===== src/rtl/aco_pkg.sv =====
// Shared types, constants and command codes of the multi-pattern occurrence counter.
`default_nettype none

package aco_pkg;

	localparam int NODES           = 4096;
	localparam int NODE_W          = 12;
	localparam int NODE_CNT_W      = 13;
	localparam int ALPHABET        = 26;
	localparam int LETTER_W        = 5;
	localparam int MAX_PATTERNS    = 1024;
	localparam int PAT_W           = 10;
	localparam int PAT_CNT_W       = 11;
	localparam int MAX_PATTERN_LEN = 8;
	localparam int DEPTH_W         = 4;
	localparam int POS_W           = 20;
	localparam int LCE_W           = POS_W + 1;
	localparam int COUNT_W         = 20;

	localparam logic [COUNT_W-1:0] COUNT_MAX = '1;
	localparam logic [LCE_W-1:0]   FAR_BELOW = {1'b1, {POS_W{1'b0}}};

	localparam logic [2:0] OP_CLEAR   = 3'd0;
	localparam logic [2:0] OP_PATTERN = 3'd1;
	localparam logic [2:0] OP_BUILD   = 3'd2;
	localparam logic [2:0] OP_TEXT    = 3'd3;
	localparam logic [2:0] OP_QUERY   = 3'd4;

	localparam logic [1:0] ST_ANSWER    = 2'd0;
	localparam logic [1:0] ST_TRIE_FULL = 2'd1;
	localparam logic [1:0] ST_BAD_INDEX = 2'd2;

	localparam logic [2:0] CLS_NONE    = 3'd0;
	localparam logic [2:0] CLS_CLEAR   = 3'd1;
	localparam logic [2:0] CLS_PATTERN = 3'd2;
	localparam logic [2:0] CLS_BUILD   = 3'd3;
	localparam logic [2:0] CLS_TEXT    = 3'd4;
	localparam logic [2:0] CLS_QUERY   = 3'd5;

	localparam int CMD_W = 5;
	localparam logic [CMD_W-1:0] CMD_NOP         = 5'd0;
	localparam logic [CMD_W-1:0] CMD_CLR_START   = 5'd1;
	localparam logic [CMD_W-1:0] CMD_CLR_STEP    = 5'd2;
	localparam logic [CMD_W-1:0] CMD_CAPTURE     = 5'd3;
	localparam logic [CMD_W-1:0] CMD_PL_RD       = 5'd4;
	localparam logic [CMD_W-1:0] CMD_PL_EV       = 5'd5;
	localparam logic [CMD_W-1:0] CMD_PL_LAST     = 5'd6;
	localparam logic [CMD_W-1:0] CMD_PL_FLAG     = 5'd7;
	localparam logic [CMD_W-1:0] CMD_B_ROOT      = 5'd8;
	localparam logic [CMD_W-1:0] CMD_B_LDP       = 5'd9;
	localparam logic [CMD_W-1:0] CMD_B_ROOT_SCAN = 5'd10;
	localparam logic [CMD_W-1:0] CMD_B_POP       = 5'd11;
	localparam logic [CMD_W-1:0] CMD_B_GETP      = 5'd12;
	localparam logic [CMD_W-1:0] CMD_B_GETF      = 5'd13;
	localparam logic [CMD_W-1:0] CMD_B_LDF       = 5'd14;
	localparam logic [CMD_W-1:0] CMD_B_SCAN      = 5'd15;
	localparam logic [CMD_W-1:0] CMD_B_WB        = 5'd16;
	localparam logic [CMD_W-1:0] CMD_T_RD        = 5'd17;
	localparam logic [CMD_W-1:0] CMD_T_MOVE      = 5'd18;
	localparam logic [CMD_W-1:0] CMD_T_STEP      = 5'd19;
	localparam logic [CMD_W-1:0] CMD_T_END       = 5'd20;
	localparam logic [CMD_W-1:0] CMD_Q_CHK       = 5'd21;
	localparam logic [CMD_W-1:0] CMD_Q_NODE      = 5'd22;
	localparam logic [CMD_W-1:0] CMD_Q_RES       = 5'd23;
	localparam logic [CMD_W-1:0] CMD_LOAD_OUT    = 5'd24;

	typedef struct packed {
		logic [2:0]       opcode;
		logic [4:0]       letter;
		logic             last_letter;
		logic             count_mode;
		logic [PAT_W-1:0] pattern_index;
	} item_t;

	typedef struct packed {
		logic [COUNT_W-1:0] occurrences;
		logic [1:0]         status;
	} result_t;

	typedef logic [ALPHABET-1:0][NODE_W-1:0] goto_row_t;

	typedef struct packed {
		logic [COUNT_W-1:0] ocount;
		logic [COUNT_W-1:0] ncount;
		logic [LCE_W-1:0]   lce;
		logic               has_o;
		logic               has_n;
		logic [DEPTH_W-1:0] depth;
	} node_row_t;

	typedef struct packed {
		logic              mode;
		logic [NODE_W-1:0] node;
	} pat_row_t;

	typedef struct packed {
		logic [CMD_W-1:0] op;
	} cmd_t;

	typedef struct packed {
		logic [2:0] in_cls;
		logic       clr_last;
		logic       pl_can_step;
		logic       pl_flag;
		logic       scan_last;
		logic       q_empty;
		logic       t_hit;
		logic       t_done;
		logic       q_bad;
		logic       res_pending;
		logic       out_free;
	} sts_t;

	localparam node_row_t NODE_CLEAR = '{ocount: '0, ncount: '0, lce: FAR_BELOW,
		has_o: 1'b0, has_n: 1'b0, depth: '0};

endpackage

`default_nettype wire


===== src/rtl/aco_ctrl.sv =====
// Controller state machine that sequences every operation of the counter.
`default_nettype none

module aco_ctrl (
	input  logic          clk,
	input  logic          arst_n,
	input  logic          item_valid,
	output logic          item_stall,
	output aco_pkg::cmd_t cmd,
	input  aco_pkg::sts_t sts
);

	localparam logic [4:0] S_CLR     = 5'd0;
	localparam logic [4:0] S_IDLE    = 5'd1;
	localparam logic [4:0] S_PL_RD   = 5'd2;
	localparam logic [4:0] S_PL_EV   = 5'd3;
	localparam logic [4:0] S_PL_LAST = 5'd4;
	localparam logic [4:0] S_PL_FLAG = 5'd5;
	localparam logic [4:0] S_RESP    = 5'd6;
	localparam logic [4:0] S_B_ROOT  = 5'd7;
	localparam logic [4:0] S_B_LDP   = 5'd8;
	localparam logic [4:0] S_B_RSCAN = 5'd9;
	localparam logic [4:0] S_B_POP   = 5'd10;
	localparam logic [4:0] S_B_GETP  = 5'd11;
	localparam logic [4:0] S_B_GETF  = 5'd12;
	localparam logic [4:0] S_B_LDF   = 5'd13;
	localparam logic [4:0] S_B_SCAN  = 5'd14;
	localparam logic [4:0] S_B_WB    = 5'd15;
	localparam logic [4:0] S_T_RD    = 5'd16;
	localparam logic [4:0] S_T_MOVE  = 5'd17;
	localparam logic [4:0] S_T_STEP  = 5'd18;
	localparam logic [4:0] S_T_END   = 5'd19;
	localparam logic [4:0] S_Q_CHK   = 5'd20;
	localparam logic [4:0] S_Q_NODE  = 5'd21;
	localparam logic [4:0] S_Q_RES   = 5'd22;

	logic [4:0] state_q;
	logic [4:0] state_d;

	assign item_stall = state_q != S_IDLE;

	always_comb begin
		state_d = state_q;
		cmd.op  = aco_pkg::CMD_NOP;
		unique case (state_q)
			S_CLR: begin
				cmd.op = aco_pkg::CMD_CLR_STEP;
				if (sts.clr_last) begin
					state_d = S_IDLE;
				end
			end
			S_IDLE: begin
				if (item_valid) begin
					cmd.op = aco_pkg::CMD_CAPTURE;
					unique case (sts.in_cls)
						aco_pkg::CLS_CLEAR: begin
							cmd.op  = aco_pkg::CMD_CLR_START;
							state_d = S_CLR;
						end
						aco_pkg::CLS_PATTERN: state_d = S_PL_RD;
						aco_pkg::CLS_BUILD:   state_d = S_B_ROOT;
						aco_pkg::CLS_TEXT:    state_d = S_T_RD;
						aco_pkg::CLS_QUERY:   state_d = S_Q_CHK;
						default:              state_d = S_IDLE;
					endcase
				end
			end
			S_PL_RD: begin
				cmd.op  = aco_pkg::CMD_PL_RD;
				state_d = sts.pl_can_step ? S_PL_EV : S_PL_LAST;
			end
			S_PL_EV: begin
				cmd.op  = aco_pkg::CMD_PL_EV;
				state_d = S_PL_LAST;
			end
			S_PL_LAST: begin
				cmd.op  = aco_pkg::CMD_PL_LAST;
				state_d = sts.pl_flag ? S_PL_FLAG : S_RESP;
			end
			S_PL_FLAG: begin
				cmd.op  = aco_pkg::CMD_PL_FLAG;
				state_d = S_RESP;
			end
			S_RESP: begin
				if (!sts.res_pending) begin
					state_d = S_IDLE;
				end else if (sts.out_free) begin
					cmd.op  = aco_pkg::CMD_LOAD_OUT;
					state_d = S_IDLE;
				end
			end
			S_B_ROOT: begin
				cmd.op  = aco_pkg::CMD_B_ROOT;
				state_d = S_B_LDP;
			end
			S_B_LDP: begin
				cmd.op  = aco_pkg::CMD_B_LDP;
				state_d = S_B_RSCAN;
			end
			S_B_RSCAN: begin
				cmd.op = aco_pkg::CMD_B_ROOT_SCAN;
				if (sts.scan_last) begin
					state_d = S_B_POP;
				end
			end
			S_B_POP: begin
				cmd.op  = aco_pkg::CMD_B_POP;
				state_d = sts.q_empty ? S_IDLE : S_B_GETP;
			end
			S_B_GETP: begin
				cmd.op  = aco_pkg::CMD_B_GETP;
				state_d = S_B_GETF;
			end
			S_B_GETF: begin
				cmd.op  = aco_pkg::CMD_B_GETF;
				state_d = S_B_LDF;
			end
			S_B_LDF: begin
				cmd.op  = aco_pkg::CMD_B_LDF;
				state_d = S_B_SCAN;
			end
			S_B_SCAN: begin
				cmd.op = aco_pkg::CMD_B_SCAN;
				if (sts.scan_last) begin
					state_d = S_B_WB;
				end
			end
			S_B_WB: begin
				cmd.op  = aco_pkg::CMD_B_WB;
				state_d = S_B_POP;
			end
			S_T_RD: begin
				cmd.op  = aco_pkg::CMD_T_RD;
				state_d = S_T_MOVE;
			end
			S_T_MOVE: begin
				cmd.op  = aco_pkg::CMD_T_MOVE;
				state_d = sts.t_hit ? S_T_STEP : S_T_END;
			end
			S_T_STEP: begin
				cmd.op = aco_pkg::CMD_T_STEP;
				if (sts.t_done) begin
					state_d = S_T_END;
				end
			end
			S_T_END: begin
				cmd.op  = aco_pkg::CMD_T_END;
				state_d = S_IDLE;
			end
			S_Q_CHK: begin
				cmd.op  = aco_pkg::CMD_Q_CHK;
				state_d = sts.q_bad ? S_RESP : S_Q_NODE;
			end
			S_Q_NODE: begin
				cmd.op  = aco_pkg::CMD_Q_NODE;
				state_d = S_Q_RES;
			end
			S_Q_RES: begin
				cmd.op  = aco_pkg::CMD_Q_RES;
				state_d = S_RESP;
			end
			default: state_d = S_IDLE;
		endcase
	end

	always_ff @(posedge clk or negedge arst_n) begin
		if (!arst_n) begin
			state_q <= S_CLR;
		end else begin
			state_q <= state_d;
		end
	end

endmodule

`default_nettype wire


===== config.mk =====
export PLATFORM = sky130hd
export DESIGN_NAME = aco_ctrl
export DESIGN_NICKNAME = d
export VERILOG_FILES = /design/src/rtl/aco_pkg.sv /design/src/rtl/aco_ctrl.sv
export SDC_FILE = /design/constraint.sdc
export NUM_CORES = 1
export LEC_CHECK = 0
export BUFFER_PORTS_ARGS = -buffer_cell sky130_fd_sc_hd__buf_2
export CORE_AREA = 2 2 43 45
export CTS_CLUSTER_SIZE = 12
export DETAILED_ROUTE_END_ITERATION = 12
export DIE_AREA = 0 0 45 47
export GPL_TIMING_DRIVEN = 0
export PLACE_DENSITY = 0.82
export RECOVER_POWER = 50
export SETUP_SLACK_MARGIN = 0.05
export SLEW_MARGIN = 30
export SYNTH_ARGS = -nofsm -noshare
export SYNTH_HDL_FRONTEND = slang
export SYNTH_SLANG_ARGS = --single-unit

===== constraint.sdc =====
create_clock -name clk -period 2 [get_ports clk]
set_input_delay 0.1 -clock clk [delete_from_list [all_inputs] [get_ports clk]]
set_output_delay 0.1 -clock clk [all_outputs]
set_load 0.05 [all_outputs]

-- Yosys cells after proc, flatten, opt, wreduce, memory -nomap -nowiden
Cells that the tools add are included.
- reductions and logical operators: 3
- equal/unequal tests: 34
- muxes and demuxes: 19
- operators by type and width (kind ; count):
    case mux 5 bit (23 select lines) ; 1
    case mux 5 bit (21 select lines) ; 1
    two-way mux 5 bit ; 10
    equality test 5 x 4 -> 1 bit, second input constant ; 8
    equality test 5 bit, second input constant ; 7
    case mux 5 bit (5 select lines) ; 1
    equality test 5 x 3 -> 1 bit, second input constant ; 4
    equality test 5 x 2 -> 1 bit, second input constant ; 2
    inequality test 2 bit, second input constant ; 5
    equality test 3 x 2 -> 1 bit, second input constant ; 2
    equality test 3 bit, second input constant ; 2
    two-way mux 2 bit ; 3
    AND reduction 6 bit ; 1
    equality test 5 x 1 -> 1 bit, second input constant ; 1
    zero test 5 bit ; 1
    inequality test 5 x 1 -> 1 bit, second input constant ; 1
    two-way mux 4 bit ; 1
    equality test 3 x 1 -> 1 bit, second input constant ; 1
    two-way mux 3 bit ; 1
    inequality test 3 bit, second input constant ; 1
    OR reduction 2 bit ; 1
    two-way mux 1 bit ; 1
- output and inout port bits: 6
- bits of input ports: 16
- word-level logic and storage cells: 57
- register bits: 5

-- Logic depth before layout (Yosys ltp)
Gate-level depths: netlist of the first run.
- depth after elaboration: 4
- mapped depth: 6

-- Worst setup path after synthesis of the first run
OpenSTA, ideal clock, no wires.
- path type: register -> output
- start point: register state_q[3]
- end point: output port cmd[0] in the netlist's numbering
- arrival: 1.867 ns
- stages on the path, launching flop included: 6
- path slack: 0.033 ns
- path buffers: 2
- cell sequence: dfrtp_1 buf_2 buf_1 nor4bb_1 nor2_1 o22ai_1
- RTL lines (item ; RTL line ; RTL):
    from (decl) ; aco_ctrl.sv:37 ; logic [4:0] state_q;
    from (signal assigned) ; aco_ctrl.sv:170 ; state_q <= state_d;
    to (decl) ; aco_ctrl.sv:9 ; output aco_pkg::cmd_t cmd,

==> results.md, run 1 <==
- After filler insertion, the fill cell instance count of the layout stands at between 100 and 150.
- The power per cell area is approximately 1800 nW/um^2.
- The number of synthesized register bits is 5.
- Headroom to the max-slew limit came out at 74.5%.
- 0 antenna diodes ended up in the layout.
- The family of cells with the greatest summed delay on the critical path is buffers and inverters.
- Yosys attributes the largest share of cell area to dfrtp_1 (16%), buf_2 (4.5%), a21oi_1 (3.8%), nor3_1 (3.8%), o21ai_0 (3.8%).
- The buffers inserted during post-CTS setup optimization is 0.
- The share of layout cells above drive strength 1 is between 20 and 30%.
- The final worst clock skew is 4.05 ps.
- Of the total synthesized cell area, the portion taken by XOR and XNOR cells is 3.35%.
- Setup repair after global routing could not meet its margin everywhere.
- The worst-margin pin slew is 381 ps.
- From bottom edge to top edge, the die measures between 40 and 50 um.
- The multiplexer share of the synthesized area is under 10%.
- For this run, the number of Yosys warnings is 0.
- The effective utilization at floorplan is approximately 47%.
- The count of pins over their slew limit was 0.
- For flop-to-flop paths, the worst setup slack is about 250 ps.
- Clock-pin slew was measured on the worst setup and hold paths at about 40 ps.
- Summing every instance area after synthesis gives 783 sq um.
- The worst reg2reg path startpoint is state_q[1].
- The synthesized netlist cell count is between 100 and 150.
- The count of nets after finishing is between 150 and 200.
- The required time of the worst setup path is between 1500 and 2000 ps.
- The cell repeated most along the worst path is buf_4.
- The count of final hold-check violations is 0.
- The total overflow left after global routing is 0.
- Across the VDD grid, the largest voltage drop is approximately 0.85 mV.
- The number of antenna violations at the first check in global routing is 0.
- Setup violations remaining at the end of the flow were counted as 0.
- The number of global-route vias before repair is roughly 880.
- Among all stages on the critical path, the largest delay is contributed by dfrtp_1.
- The number of buffers and inverters on the critical path is 3.
- The path depth of the worst reg2reg path is 5.
- The clock drives 5 sinks.
- The clock tree buffer depth is 2.
- The reg-to-reg critical path endpoint is state_q[1].
- The timing endpoint of the critical path is cmd[0].
- STA classifies the critical path endpoint as a primary output.
- TritonCTS created 3 clock buffers.
- Total power for the finished layout comes to approximately 1800 uW.
- The detailed-routing iteration count for the pre-antenna-repair pass is 5.
- The end-of-flow core utilization is about three fifths.
- By startpoint and endpoint, the worst setup path is classified as register to primary output.
- The nature of the critical path startpoint is a register.
- Once detail routing completed, the nets flagged for antenna violations numbered 0.
- The wire length of the first global-routing pass is ~3700 um.
- The via density per instance is approximately 6.3.
- The share of flip-flops with an asynchronous set or reset after synthesis is 100%.
- The cell sitting at the root of the clock tree is a clkbuf_4.
- CTS built an H-tree with a depth of 1.
- The flow ran to the end, and the final reports show no timing, DRC or antenna violations.
- For this run, design rule violations remaining after detail routing come to 0.
- Clock latency on the worst-skew pair, taken at its later pin, is between 200 and 250 ps.
- In this design, the stage delay of the slowest critical-path cell is slightly above 400 ps.
- From synthesis to final layout, the design area changed by 23.3%.
- The initialized floorplan defines 15 standard-cell rows.
- The synthesized netlist devotes roughly a third of its cell area to compound gates.
- The via count of the routed design is about 950.
- The overall die area is between 2000 and 2500 sq um.
- Dividing the detail-routed wire length by the instance count gives 15.0 um.
- The global-route usage over all layers is 24.9%.
- The routability congestion estimate from global placement is around 0.87.
- After Yosys synthesis, and, or, nand and nor cells account for between 30% and 40% of the synthesized area.
- The number of enable flip-flop cells after synthesis is 0.
- The largest net degree at the start of global routing is 20.
- Of the post-synthesis cell area, the dominant cell type holds roughly 16%.
- The highest fanout seen on the critical path is 10.
- The critical path startpoint is state_q[0].
- The arrival time reported for the critical path endpoint is 1810 ps.
- The register with the most flip-flops in the layout has 5 of them.
- The logic depth of the worst path, buffers included is 6.
- The die is 45 um wide.
- The count of different cell masters after synthesis is 43.
- The adder-cell share of the synthesized area is ~3.2%.
- Sequential cells were found to cover 16.0% of the synthesized design area.
- After the first detailed-routing iteration, the DRC count stood at 39.
- The critical path goes through buf_4 > buf_4 > nor4bb_1 > nor2_1 > o22ai_1 > buf_4.
- The worst path needs roughly 1900 ps of the cycle, external delays included.
- The area inside the core boundary is 1650 sq um.
- Derived from the worst setup path, the maximum achievable clock frequency is roughly 520 MHz.
- In the final timing run, aggregate negative setup slack is 0 ps.
- The top-level port count is 22.
- The largest registers in the layout are state_q: 5 flops.
- The largest family of logic cells by synthesized area is compound AO/OA/AOI/OAI gates.
- The most common cell after layout, fill and taps aside is buf_2.
- The post-detailed-placement half-perimeter wirelength is 1740 um.
- Synthesis produced a netlist with a net count of around 130.
- The per-instance average area after synthesis is slightly above 7 sq um.
- In the synthesized netlist the dominant register cell turns out to be dfrtp_1.
- state_q holds more flip-flops than any other register.
- The reported max-cap violation count is 0.
- During placement, the flow inserted port buffers numbering 21.
- The dominant cell type by area after synthesis is dfrtp_1.
- The overall routed net length is around 2300 um.
- The ratio of final minimum period to clock period is 95.6%.
- The clock tree from TritonCTS is built.
- The library cells used most frequently in the layout, excluding fill and tap cells, are buf_2 (20), nor2_1 (8).
- Summed over all cells, the static leakage comes to just over 0.0004 uW.
- The type of the most critical hold path is input pin to async pin.
==> cell families (layout without fill, tap and decap cells) <==
logic type                 after synthesis  after routing
AOI/OAI and AO/OA                       39             39
xor gates and xnor gates                 3              3
adders and majority gates                2              2
buffers and inverters                   14             38
DFF                                      5              5
muxes                                    2              2
and+or+nand+nor                         44             44
==> what timing repair did <==
item	CTS	global route
pin swaps	0	0
endpoints found under the setup margin	4	4
resized for setup	4	6
hold buffers	1	0
hold endpoints to repair	5	0
==> per-stage QoR <==
step	hold WS (ps)	area, sq um	setup slack, ps	std cells
after CTS	188	953	74.8	150
after floorplan	-196	790	33.3	109
after detailed placement	-86.3	916	172	147
after global routing	264	966	28.3	150
after global placement	-90.1	916	240	147
final	233	966	88.1	150
==> final cells by class <==
type | count | area [sq um] | area share [%]
multi-input cells | 90 | 603 | 62.4
flip-flops and latches | 5 | 125 | 13.0
repair buffers | 22 | 123 | 12.7
plain buffers | 8 | 52.6 | 5.44
clock buffers | 4 | 26.3 | 2.72
well taps | 17 | 21.3 | 2.20
inverters | 4 | 15.0 | 1.55
==> how the worst min path moves through the flow <==
| stage | end | slack [ps] | cells past startpoint |
|---|---|---|---|
| global placement | state_q[4] | -90 | 1 |
| detailed placement | state_q[4] | -90 | 1 |
| floorplan | state_q[0] | -200 | 0 |
| CTS | state_q[3] | 190 | 2 |
| finish | state_q[3] | 230 | 2 |
| global route | state_q[4] | 260 | 2 |
==> per-layer routing <==
metal	share of wire [%]	up-vias	track usage [%]
li1	-	461	-
met1	40	419	29.8
met2	47	59	40.0
met3	9.5	8	5.38
met4	3.7	0	17.1
met5	0	-	0
==> synth_stat cells, types with 4 or more instances <==
library cell	n
a21oi_1	6
buf_2	7
dfrtp_1	5
inv_1	4
nand2_1	6
nand2b_1	4
nor2_1	8
nor2b_1	4
nor3_1	6
o21ai_0	6
o22ai_1	4
==> power breakdown <==
part	switching (uW)	internal [uW]	total, uW
logic	912	540	1450
registers	42.6	150	193
clock network	39.9	75.3	115
total	995	765	1760
==> worst reg2reg max path, delay by kind of cell, from the launching register on <==
family,cells,cell delay [ps]
AOI/OAI and AO/OA,2,770
DFF,1,370
and+or+nand+nor,2,260
buffers and inverters,1,240
Note: power is estimated with default switching activity, not from simulation.
==> inputs of run 2 (changes only) <==
Settings changed: CELL_PAD_IN_SITES_DETAIL_PLACEMENT set to 0, CELL_PAD_IN_SITES_GLOBAL_PLACEMENT set to 1, CORE_AREA 2 2 43 45 to 2 2 50 52, DIE_AREA 0 0 45 47 to 0 0 52 54, PLACE_DENSITY 0.82 to 0.84.
==> results.md, run 2 (synthesis results as in run 1) <==
- Run status: finished, final reports clean (unchanged).
- The arrival time reported for the critical path endpoint was 1720 ps (was 1810 ps).
- The kind of critical path is register to primary output (unchanged).
- The leftover overflow at the end of global routing is 0 (unchanged).
- The worst-case headroom to the max-slew limit is 76.7% (was 74.5%).
- The number of levels the H-tree was split into is 1 (unchanged).
- The effective utilization at floorplan is 33.8% (was 47.4%).
- The combinational cell fraction of total power is 82.8% (was 82.5%).
- The count of final hold-check violations is 0 (unchanged).
- The clock group share of total power is 6.7% (was 6.5%).
- The end-of-flow core utilization is 43.4% (was 58.5%).
- The nature of the critical path startpoint is a register (unchanged).
- The power consumption is 1810 uW (was 1760 uW).
- The share of layout cells above drive strength 1 is 28.9% (was 27.1%).
- The worst-margin pin slew is 347 ps (was 381 ps).
- The master of the slowest instance on the critical path is dfrtp_1 (unchanged).
- The overall die area is 2810 sq um (was 2120 sq um).
- The number of inserted diodes came to 0 (unchanged).
- The detailed-route wire length per cell was 13.7 um (was 15.0 um).
- The total clock buffers created by CTS came to 3 (unchanged).
- The count of pins over their slew limit is 0 (unchanged).
- The static leakage came to 0.000412 uW (was 0.000405 uW).
- The type of the most critical hold path is input pin to async pin (unchanged).
- The power per cell area is 1800 nW/um^2 (was 1820 nW/um^2).
- The number of antenna violations at the first check in global routing is 0 (unchanged).
- The net switching component of the power is 1010 uW (was 995 uW).
- The clock tree buffer depth was 2 (unchanged).
- The post-layout minimum cycle time is 1820 ps (was 1910 ps).
- The cell repeated most along the worst path is buf_4 (unchanged).
- The number of global-route vias before repair was 851 (was 876).
- The clock transition at the register clock pins on the worst setup and hold paths after CTS is 50 ps (was 40 ps).
- The reported max-cap violation count is 0 (unchanged).
- The required time of the worst setup path came to 1900 ps (about the same).
- The detailed-routing iteration count for the pre-antenna-repair pass is 4 (was 5).
- The clock tree from TritonCTS is built (unchanged).
- The internal power is 803 uW (was 765 uW).
- The number of rows created at floorplan is 18 (was 15).
- The post-detailed-placement half-perimeter wirelength is 1730 um (was 1740 um).
- The number of nets still failing antenna checks after routing is 0 (unchanged).
- The switching part of the total was 55.6% (was 56.5%).
- The total non-filler cell area in the finished layout was 1010 sq um (was 966 sq um).
- The total of buffers placed on input and output ports is 21 (unchanged).
- The area added between synthesis and finish is 28.6% (was 23.3%).
- The most common cell after layout, fill and taps aside is buf_2 (unchanged).
- The ratio of final minimum period to clock period came to 91.0% (was 95.6%).
- The final worst clock skew was 7.44 ps (was 4.05 ps).
- The count of nets after finishing is 154 (was 152).
- Commonest cells after routing, fill and taps aside: buf_2 (19), clkbuf_4 (8), nor2_1 (8) (was buf_2 (20), nor2_1 (8)).
- The area inside the core boundary is 2320 sq um (was 1650 sq um).
- The die outline height is 54 um (was 47 um).
- The instance area at placement came to 932 sq um (was 916 sq um).
- The library cell used as clock root buffer is clkbuf_4 (unchanged).
- The global-route usage over all layers is 17.1% (was 24.9%).
- The sequential share of power is 10.5% (was 10.9%).
- The overall routed net length is 2260 um (about the same).
- The clock latency on the worst-skew pair came to 250 ps (was 240 ps).
- The wire length of the first global-routing pass is 3610 um (was 3750 um).
- The final routed DRC violation total is 0 (unchanged).
- The number of clock sinks came to 5 (unchanged).
- The top-level port count is 22 (unchanged).
- The stage delay of the slowest cell on the critical path is 390 ps (was 410 ps).
- The total setup violations reported at the end of the flow was 0 (unchanged).
- The endpoint type of the worst setup path is a primary output (unchanged).
- The routability congestion estimate from global placement is 0.881 (was 0.870).
- The sum of negative setup slack came to 0 ps (unchanged).
- The largest net degree at the start of global routing came to 20 (unchanged).
- The number of design-rule violations left by the first detailed-router iteration is 31 (was 39).
- The highest fanout seen on the critical path is 10 (unchanged).
- The maximum clock frequency is 550 MHz (was 523 MHz).
- The via density per instance is 5.75 (was 6.31).
- Ordered list of cells on the worst path: buf_4 > buf_4 > nor4bb_2 > nor2_1 > o22ai_1 > buf_4 (was buf_4 > buf_4 > nor4bb_1 > nor2_1 > o22ai_1 > buf_4).
- The peak supply drop is 0.937 mV (was 0.846 mV).
- The register with the most flip-flops was state_q (unchanged).
- Largest regs: state_q: 5 flops (unchanged).
- The die width is 52 um (was 45 um).
- The via count of the routed design is 949 (was 947).
- The number of flip-flops under the largest register name is 5 (unchanged).
- RSZ-0062 raised after global routing: no (was yes).
## run 2: cell type report
cell class                      count  area [sq um]
Timing Repair Buffer               24           140
Inverter                            4          15.0
Multi-Input combinational cell     90           608
Sequential cell                     5           125
Tap cell                           30          37.5
Buffer                              8          55.1
Clock buffer                        4          26.3
Fill cell                         249          1310
## run 2: power groups by stage
stage,registers [uW],clock network (uW),logic (uW)
2_1_floorplan,178,0,1100
3_3_place_gp,191,0,1390
3_5_place_dp,192,0,1380
4_1_cts,191,126,1400
5_1_grt,199,135,1610
6_report,190,121,1500
## run 2: path summary, 6_finish.rpt
kind | cells past startpoint | slack, ps | to | start
min in group clk | 3 | 260 | state_q[4] | sts[3]
hold / removal | 2 | 220 | state_q[4] | arst_n
setup / recovery | 6 | 180 | cmd[0] | state_q[0]
max in group asynchronous | 2 | 1580 | state_q[2] | arst_n
hold reg to reg | 3 | 820 | state_q[4] | state_q[3]
setup reg to reg | 4 | 270 | state_q[0] | state_q[4]
## run 2: per-layer routing
layer  share of wire [%]  vias up  track usage (%)
li1                    -      463                -
met5                   0        -                0
met4                 3.5        0             11.0
met1                  45      443             21.8
met2                  47       34             27.0
met3                 5.2        9             2.22
## run 2: stage by stage
stage	setup WS (ps)	cells	hold WS, ps
2_1_floorplan	33.3	109	-196
3_3_place_gp	229	160	-90.3
3_5_place_dp	241	160	-84.7
4_1_cts	90.8	163	177
5_1_grt	65.2	165	255
6_report	181	165	216
## run 2: timing repair
item,CTS,global route
setup endpoints to repair,5,4
endpoints found under the hold margin,5,0
pin swaps,0,0
gates resized for setup,4,9
hold buffers,1,0
buffers inserted,0,2
## run 2: worst max-delay path: cells and delay by family (launching register included)
kind	cells	cell delay [ps]
AOI/OAI and AO/OA	1	120
buffers and inverters	3	610
DFF	1	390
and+or+nand+nor	2	350
